==> src/rtl/rms_pkg.sv <==
`default_nettype none
// ----------------------------------------------------------------------------
// rms_pkg
// Shared types and constants for the running median store.
// ----------------------------------------------------------------------------
package rms_pkg;

	localparam int SAMPLE_W = 32;
	localparam int MEDIAN_W = 33;
	localparam int COUNT_W  = 7;
	localparam int CAP_W    = 7;

	localparam logic [CAP_W-1:0] CAP_RESET = 7'd64;

	localparam logic [1:0] CMD_ADD    = 2'd0;
	localparam logic [1:0] CMD_REPORT = 2'd1;
	localparam logic [1:0] CMD_CLEAR  = 2'd2;

	// Broadcast to every cell of the sorted row.
	typedef struct packed {
		logic                       insert;
		logic signed [SAMPLE_W-1:0] sample;
	} rms_bcast_t;

	// Position flags decoded for one cell.
	typedef struct packed {
		logic occupied;
		logic at_tail;
		logic pick_lo;
		logic pick_hi;
	} rms_cell_ctl_t;

endpackage
`default_nettype wire

==> src/rtl/rms_cell.sv <==
`default_nettype none
// ----------------------------------------------------------------------------
// rms_cell
// One slot of the sorted row: compare against the new sample and either
// keep its value, take the sample, or take its left neighbor's value.
// ----------------------------------------------------------------------------
module rms_cell (
	input  wire logic                                 clk,
	input  wire rms_pkg::rms_bcast_t                  bcast,
	input  wire rms_pkg::rms_cell_ctl_t               ctl,
	input  wire logic                                 left_gt,
	input  wire logic signed [rms_pkg::SAMPLE_W-1:0]  left_value,
	output logic                                      gt,
	output logic signed [rms_pkg::SAMPLE_W-1:0]       value,
	output logic [2*rms_pkg::SAMPLE_W-1:0]            leaf
);
	import rms_pkg::*;

	logic signed [SAMPLE_W-1:0] value_q;
	logic signed [SAMPLE_W-1:0] value_d;

	always_comb begin
		gt      = ctl.occupied && (value_q > bcast.sample);
		value_d = value_q;
		if (bcast.insert) begin
			// Everything above the insertion point moves one slot to the right.
			if (left_gt) begin
				value_d = left_value;
			end else if (gt || ctl.at_tail) begin
				value_d = bcast.sample;
			end
		end
		leaf = {(ctl.pick_lo ? value_d : '0), (ctl.pick_hi ? value_d : '0)};
	end

	always_ff @(posedge clk) begin
		value_q <= value_d;
	end

	assign value = value_q;

endmodule
`default_nettype wire

==> config.mk <==
export PLATFORM = sky130hd
export DESIGN_NAME = rms_cell
export DESIGN_NICKNAME = d
export VERILOG_FILES = /design/src/rtl/rms_pkg.sv /design/src/rtl/rms_cell.sv
export SDC_FILE = /design/constraint.sdc
export NUM_CORES = 1
export LEC_CHECK = 0
export ABC_AREA = 1
export BUFFER_PORTS_ARGS = -buffer_cell sky130_fd_sc_hd__buf_2
export CORE_ASPECT_RATIO = 0.5
export CORE_MARGIN = 2
export CORE_UTILIZATION = 40
export CTS_BUF_LIST = sky130_fd_sc_hd__clkbuf_2 sky130_fd_sc_hd__clkbuf_4 sky130_fd_sc_hd__clkbuf_8
export DETAILED_ROUTE_END_ITERATION = 16
export GPL_TIMING_DRIVEN = 0
export HOLD_SLACK_MARGIN = 0.08
export PLACE_DENSITY = 0.68
export SYNTH_ARGS = -nofsm -noshare
export SYNTH_HDL_FRONTEND = slang
export SYNTH_SLANG_ARGS = --single-unit
==> constraint.sdc <==
create_clock -name clk -period 5.3 [get_ports clk]
set_input_delay 1.06 -clock clk [delete_from_list [all_inputs] [get_ports clk]]
set_output_delay 1.06 -clock clk [all_outputs]
set_load 0.01 [all_outputs]
# ---- After elaboration in Yosys (flattened, before gate mapping)
# Index checks and enable logic that the tools add are counted.
dict set report word_totals {
  reg_bits 32
  wordCells 9
}
dict set report op_classes {
  magnitude_cmp 1
  reduce_logical 2
  n_mux 5
}
# op count
set op_table {}
lappend op_table {{32-bit two-way mux} 5}
lappend op_table {{32-bit > comparator} 1}
lappend op_table {{1-bit logical AND} 1}
lappend op_table {{1-bit logical OR} 1}

# ---- Longest topological paths before layout
# Gate-level depths: netlist of run 1.
dict set report logic_depth {
  ltp_word 7
  ltp_mapped 22
}

# ---- Least setup slack after synthesis of run 1
# OpenSTA, ideal clock, no wires.
dict set report synth_timing {
  kind {input-to-output}
  start {in bcast[19] (netlist bit)}
  end {out leaf[10] (netlist bit)}
  required_ps 4240
  setup_slack_ps 1552
  arrival_time_ps 2688
  stages 15
  n_path_buf 1
  cell_sequence {inv_1 > ha_1 > a21o_1 > o21ai_1 > nand2_1 > a21oi_1 > nand2_1 > nand2_1 > nand3_4 > nand3_4 > buf_8 > nand2_2 > nand2_1 > nand2_1 > nor2_1}
}
dict set report synth_via {
  elab_chain_len 7
}
# item line
set synth_rtl {}
lappend synth_rtl {{start, declared} rms_cell.sv:9} ;# input wire rms_pkg::rms_bcast_t bcast,
lappend synth_rtl {{32-bit > comparator} rms_cell.sv:23} ;# gt = ctl.occupied && (value_q > bcast.sample);
lappend synth_rtl {{1-bit logical AND} rms_cell.sv:23}
lappend synth_rtl {{1-bit logical OR} rms_cell.sv:29} ;# end else if (gt || ctl.at_tail) begin
lappend synth_rtl {{32-bit two-way mux} rms_cell.sv:29}
lappend synth_rtl {{32-bit two-way mux} rms_cell.sv:27} ;# if (left_gt) begin
lappend synth_rtl {{32-bit two-way mux} rms_cell.sv:25} ;# if (bcast.insert) begin
lappend synth_rtl {{32-bit two-way mux} rms_cell.sv:33} ;# leaf = {(ctl.pick_lo ? value_d : '0), (ctl.pick_hi ? value_d : '0)};
lappend synth_rtl {{end, declared} rms_cell.sv:15} ;# output logic [2*rms_pkg::SAMPLE_W-1:0] leaf
# Every way passes these cells.

# ---- Worst setup path after layout of run 1
dict set report layout_timing {
  start {in bcast[23] (netlist bit)}
  end {out leaf[46] (netlist bit)}
}
# Same word-level chain as after synthesis.

==> results_dict.tcl, run 1 <==
set metrics [dict create \
    numPortBuffers 166 \
    max_freq_ghz 0.2342 \
    drc 0 \
    routedWlPerCell_um 12.42 \
    ys_seq_area_frac 0.2480 \
    outcome "complete, no violations" \
    num_vias 4487 \
    cts_resized 0 \
    async_flop_share 0 \
    setup_violations 0 \
    yosys-top-cells-count "nand2_1 (165), inv_1 (142), nor2_1 (137)" \
    instances_no_fill 970 \
    syn_inst 660 \
    rsz0062_at_grt "no" \
    reg2reg_depth 13 \
    io_pins 168 \
    period_share 0.8055 \
    viasPerCell 4.626 \
    synth_cell_types 21 \
    cts.path.max_buffers 2 \
    cts_sinks 32 \
    ctsHoldBuffers 0 \
    area_growth_pct 28.77 \
    yosysTopAreaCellShare 0.2480 \
    worstPathArrival_ps 3210 \
    worst_pin_slew_ps 626.4 \
    grt_overflow 0 \
    vdd_ir_drop_max_mv 0.08800 \
    routed_wl_mm 12.05 \
    max_stage_delay_ps 280 \
    cts_root_buf "clkbuf_8" \
    syn-cell-area_mm2 0.003875 \
    critPathKind "primary input to output pin" \
    synth-edff-count 32 \
    yosys_warnings 0 \
    slew_violations 0 \
    grt_max_degree 33 \
    crit_chain "buf_2, inv_1, ha_1, a21oi_1, o21a_1, nand2_1, a21oi_1, nand2_1, nand2_1, nand3_4, nand3_4, buf_8, nand2_2, nand2_1, nand2_1, nor2_1, buf_2" \
    cts_max_level 2 \
    regToRegSetupSlack_ps 2040 \
    finalClockSkew_ps 6.212 \
    critical_path.slowest_cell "ha_1" \
    drive_above_1_share 0.2563 \
    setup-tns-final_ps 0 \
    nets 937 \
    whs_path_depth 5 \
    dp.cells 961 \
    grt_usage 0.2298 \
    syn_area_per_cell_um2 5.871 \
    cts_made_buffers 5 \
    yosys.area.top_type "edfxtp_1" \
    cp_max_fo 10 \
    critPathLaunchType "primary input" \
    clk_pin_slew_worst_paths_ps 70 \
    synth_fp_nets 763 \
    p_per_area_mw_per_mm2 195.4 \
    ant_nets 0 \
    grt_pass1_vias 4048 \
    maxCapViolCount 0 \
    die_x_um 143.2 \
    end_kind "output pin" \
    slew_headroom 0.5798 \
    multi_input_area_mm2 0.002227 \
    std_cell_rows 25 \
    insertion_delay_ps 300 \
    crit_required_ps 4240 \
    hpwl_mm 9.306 \
    cpMostUsedCell "nand2_1" \
    hold_path.startpoint "left_value[0]" \
    register_area_um2 960.9 \
    post_cts.repair.setup_buffers 0 \
    antenna_found_initial 0 \
    core_mm2 0.009415 \
    place_congestion 0.8812 \
    ys.flop_type "edfxtp_1" \
    finalHoldViolations 0 \
    dr.pass1.iters 5 \
    grt_pass1_wl_mm 18.95 \
    cts_tree "done" \
    fillers 1015 \
    die_h_um 73.60 \
    n_antenna_cell 0 \
    die-area_mm2 0.01054 \
    hold_class "primary input to flip-flop" \
    initialDrtViolationCount 284 \
    period_minus_slack_ps 4269 \
    yosysMostFrequentCell "nand2_1" \
    synth_area_leaders "edfxtp_1 (25%), nand2_1 (16%), inv_1 (14%)" \
    start_util 0.4116 \
    p_total_uw 975.0 \
    leakagePower_nw 3.168 \
    ys_ff_latch 32 \
]
==> critical path: cells and delay by family <==
kind            cells  cell delay, ps
simple gates        9             850
compound gates      3             560
buf+inv             4             460
fa+ha+maj           1             280
==> worst max path at each step <==
stage / start / endpoint / slack, ps / depth (start not counted)
2_1_floorplan: bcast[19] / leaf[10] / 1550 / 15
3_3_place_gp: bcast[23] / leaf[43] / 1070 / 16
3_5_place_dp: bcast[23] / flip-flop / 1030 / 14
4_1_cts: bcast[23] / leaf[43] / 1060 / 17
5_1_grt: bcast[23] / leaf[4] / 770 / 17
6_report: bcast[23] / leaf[46] / 1030 / 17
==> where the power goes <==
| part | switching (mW) | internal [mW] | total [mW] | leakage (nW) |
|---|---|---|---|---|
| clock | 0.0987 | 0.102 | 0.200 | 0.0467 |
| sequential | 0.0191 | 0.310 | 0.329 | 0.311 |
| combinational | 0.274 | 0.171 | 0.446 | 2.81 |
| total | 0.392 | 0.583 | 0.975 | 3.17 |
==> layout by cell type (no fill, tap or decap), types with 2 or more instances in the layout <==
master,synthesis,layout
inv_1,142,141
clkbuf_4,0,2
ha_1,32,32
nand3_4,2,2
edfxtp_1,32,32
nand4_1,3,3
nand2_1,165,165
o21ai_0,2,2
nand2_2,29,29
buf_2,0,166
buf_4,3,3
clkbuf_8,0,5
a21o_1,2,2
buf_1,5,5
nor2_2,2,2
o21a_1,2,2
nor2_1,137,137
clkinv_1,0,2
a21oi_1,45,45
nand3_1,34,34
buf_8,3,3
clkbuf_1,17,17
==> stage by stage <==
stage,worst slack (ps),instance area (um^2),utilization,hold WS (ps)
final,1031,4990,0.5300,1178
after global routing,771.8,4990,0.5300,1219
after CTS,1058,4962,0.5270,1171
after detailed placement,1032,4875,0.5177,1272
after global placement,1069,4875,0.5177,1248
after floorplan,1552,3875,-,1163
==> area by class of cell <==
| cell class | instances | share of cell area |
|---|---|---|
| plain buffers | 28 | 0.03009 |
| multi-input cells | 457 | 0.4463 |
| inverters | 143 | 0.1076 |
| repair buffers | 167 | 0.1720 |
| clock inverters | 1 | 0.0007523 |
| clock buffers | 7 | 0.01680 |
| well taps | 135 | 0.03385 |
| flip-flops and latches | 32 | 0.1926 |
==> kinds of logic (layout without fill, tap and decap cells) <==
| family | after synthesis | in the layout | share of synthesized area |
|---|---|---|---|
| simple gates | 373 | 373 | 0.4017 |
| buf+inv | 171 | 346 | 0.1773 |
| fa+ha+maj | 32 | 32 | 0.1033 |
| flops | 32 | 32 | 0.2480 |
| compound gates | 52 | 52 | 0.06974 |
==> metal layers <==
metal / wire (um) / GRT usage / vias to the layer above
li1: - / - / 2324
met2: 5480 / 0.3892 / 147
met3: 733 / 0.03846 / 17
met5: 0 / 0 / -
met4: 163 / 0.05391 / 0
met1: 5671 / 0.3104 / 1999
(Power assumes the default switching activity.)
==> run 2: changes to the inputs <==
==> constraint.sdc (replaced) <==
create_clock -name clk -period 4 [get_ports clk]
set_input_delay 0.8 -clock clk [delete_from_list [all_inputs] [get_ports clk]]
set_output_delay 0.8 -clock clk [all_outputs]
set_load 0.01 [all_outputs]
==> run 2 against run 1 <==
Against the previous run: critical path depth grew 2; combinational power rose by 33%; flip-flop and latch count stayed put.
==> results_dict.tcl, run 2 (same netlist as run 1, synthesis figures left out) <==
set metrics [dict create \
    outcome "complete, no violations" \
    place_area_mm2 0.004875 \
    hold_class "primary input to flip-flop" \
    leakagePower_nw 3.168 \
    grt_usage 0.2298 \
    whs_path_depth 5 \
    end_kind "output pin" \
    vdd_ir_drop_max_mv 0.1166 \
    cpMostUsedCell "nand2_1" \
    finalClockSkew_ps 5.512 \
    p_per_area_mw_per_mm2 258.9 \
    routed_wl_mm 12.05 \
    setup_violations 0 \
    ant_nets 0 \
    cts_tree "done" \
    max_freq_ghz 0.2682 \
    fin_area_mm2 0.004994 \
    cts_made_buffers 5 \
    cts_sinks 32 \
    critical_path_buf_inv_count 6 \
    dr.pass1.iters 5 \
    period_share 0.9320 \
    drc 0 \
    final_common_cell "buf_2" \
    hold_ws_ps 919.0 \
    hpwl_mm 9.306 \
    place_congestion 0.8812 \
    n_antenna_cell 0 \
    ctsHoldBuffers 0 \
    routedWlPerCell_um 12.42 \
    die_h_um 73.60 \
    critPathKind "primary input to output pin" \
    crit_chain "buf_2, inv_1, ha_1, nand2_1, nor2_2, nand2_1, nor2_2, nand4_1, nand2_1, inv_1, nand3_4, buf_4, nand3_1, nand2_1, inv_1, nand2_1, nand2_1, nor2_1, buf_2" \
    seq_power_share 0.337 \
    grt_max_degree 33 \
    die-area_mm2 0.01054 \
    critPathLaunchType "primary input" \
    rsz0062_at_grt "no" \
    crit_required_ps 3200 \
    finalHoldViolations 0 \
    utilization 0.5304 \
    viasPerCell 4.645 \
    area_growth_pct 28.87 \
    cts_root_buf "clkbuf_8" \
    io_pins 168 \
    maxCapViolCount 0 \
    regToRegSetupSlack_ps 770 \
    slew_violations 0 \
    cts.path.max_buffers 2 \
    cts_resized 0 \
    worst-path-stages 19 \
    final_cell_mix "buf_2 (166), nand2_1 (165), inv_1 (141), nor2_1 (137), a21oi_1 (44)" \
    clk_pin_slew_worst_paths_ps 70 \
    initialDrtViolationCount 289 \
    die_x_um 143.2 \
    max_stage_delay_ps 340 \
    slew_headroom 0.5888 \
    post_cts.repair.setup_buffers 0 \
    num_vias 4506 \
    critical_path.slowest_cell "ha_1" \
    power.switching_uw 519.9 \
    core_mm2 0.009415 \
    p_total_mw 1.293 \
    cp_max_fo 10 \
    insertion_delay_ps 300 \
    pwr-share-comb 0.458 \
    reg2reg_depth 14 \
    pwr-share-clk 0.205 \
    antenna_found_initial 0 \
    numPortBuffers 166 \
    std_cell_rows 25 \
    worstPathArrival_ps 2930 \
    nets 937 \
    period_minus_slack_ps 3728 \
    worst_pin_slew_ps 613.0 \
    grt_pass1_vias 4048 \
    cpLargestDelayFamily "simple AND/OR/NAND/NOR gates" \
    start_util 0.4116 \
    drive_above_1_share 0.2575 \
    grt_overflow 0 \
    grt_pass1_wl_mm 18.95 \
    cts_max_level 2 \
    intPower_uw 772.8 \
    p_sw_frac 0.4022 \
]
## run 2: metal layers
metal | track usage | part of all wire
met5 | 0 | 0
met4 | 0.05391 | 0.013
met3 | 0.03846 | 0.061
met2 | 0.3892 | 0.46
met1 | 0.3104 | 0.47
## run 2: power groups by stage
| stage | Clock, mW | Sequential [mW] | Combinational [mW] |
|---|---|---|---|
| floorplan | 0 | 0.451 | 0.370 |
| global placement | 0 | 0.443 | 0.574 |
| detailed placement | 0 | 0.443 | 0.584 |
| CTS | 0.276 | 0.436 | 0.587 |
| global route | 0.284 | 0.440 | 0.673 |
| finish | 0.265 | 0.436 | 0.592 |
## run 2: layout make-up
| cell class | count | area [um^2] |
|---|---|---|
| buffer | 28 | 150.1 |
| clock buffer | 7 | 83.83 |
| clock inverter | 1 | 3.754 |
| fill | 1015 | 4422 |
| inverter | 143 | 536.8 |
| multi-input combinational | 457 | 2231 |
| sequential | 32 | 960.9 |
| tap | 135 | 168.9 |
| timing repair buffer | 167 | 858.3 |
## run 2: final timing paths
path,startpoint,to
max reg2reg,flip-flop,flip-flop
min,left_value[0],flip-flop
max,bcast[31],leaf[46]
min reg2reg,flip-flop,flip-flop
## run 2: worst reg2reg max path, delay by kind of cell (launching register included)
kind                     cells  cell delay [ps]
buffers and inverters        4             1140
flip-flops                   1              440
AND/OR/NAND/NOR              9             1020
adder cells (fa/ha/maj)      1              380
## run 2: metrics by stage
| step | std cells | setup WS [ps] | setup TNS, ps |
|---|---|---|---|
| 3_5_place_dp | 961 | -7.617 | -188.0 |
| 5_1_grt | 970 | 8.379 | 0 |
| 3_3_place_gp | 961 | 28.96 | 0 |
| 4_1_cts | 969 | 278.1 | 0 |
| 6_report | 970 | 271.9 | 0 |
| 2_1_floorplan | 660 | 772.2 | 0 |
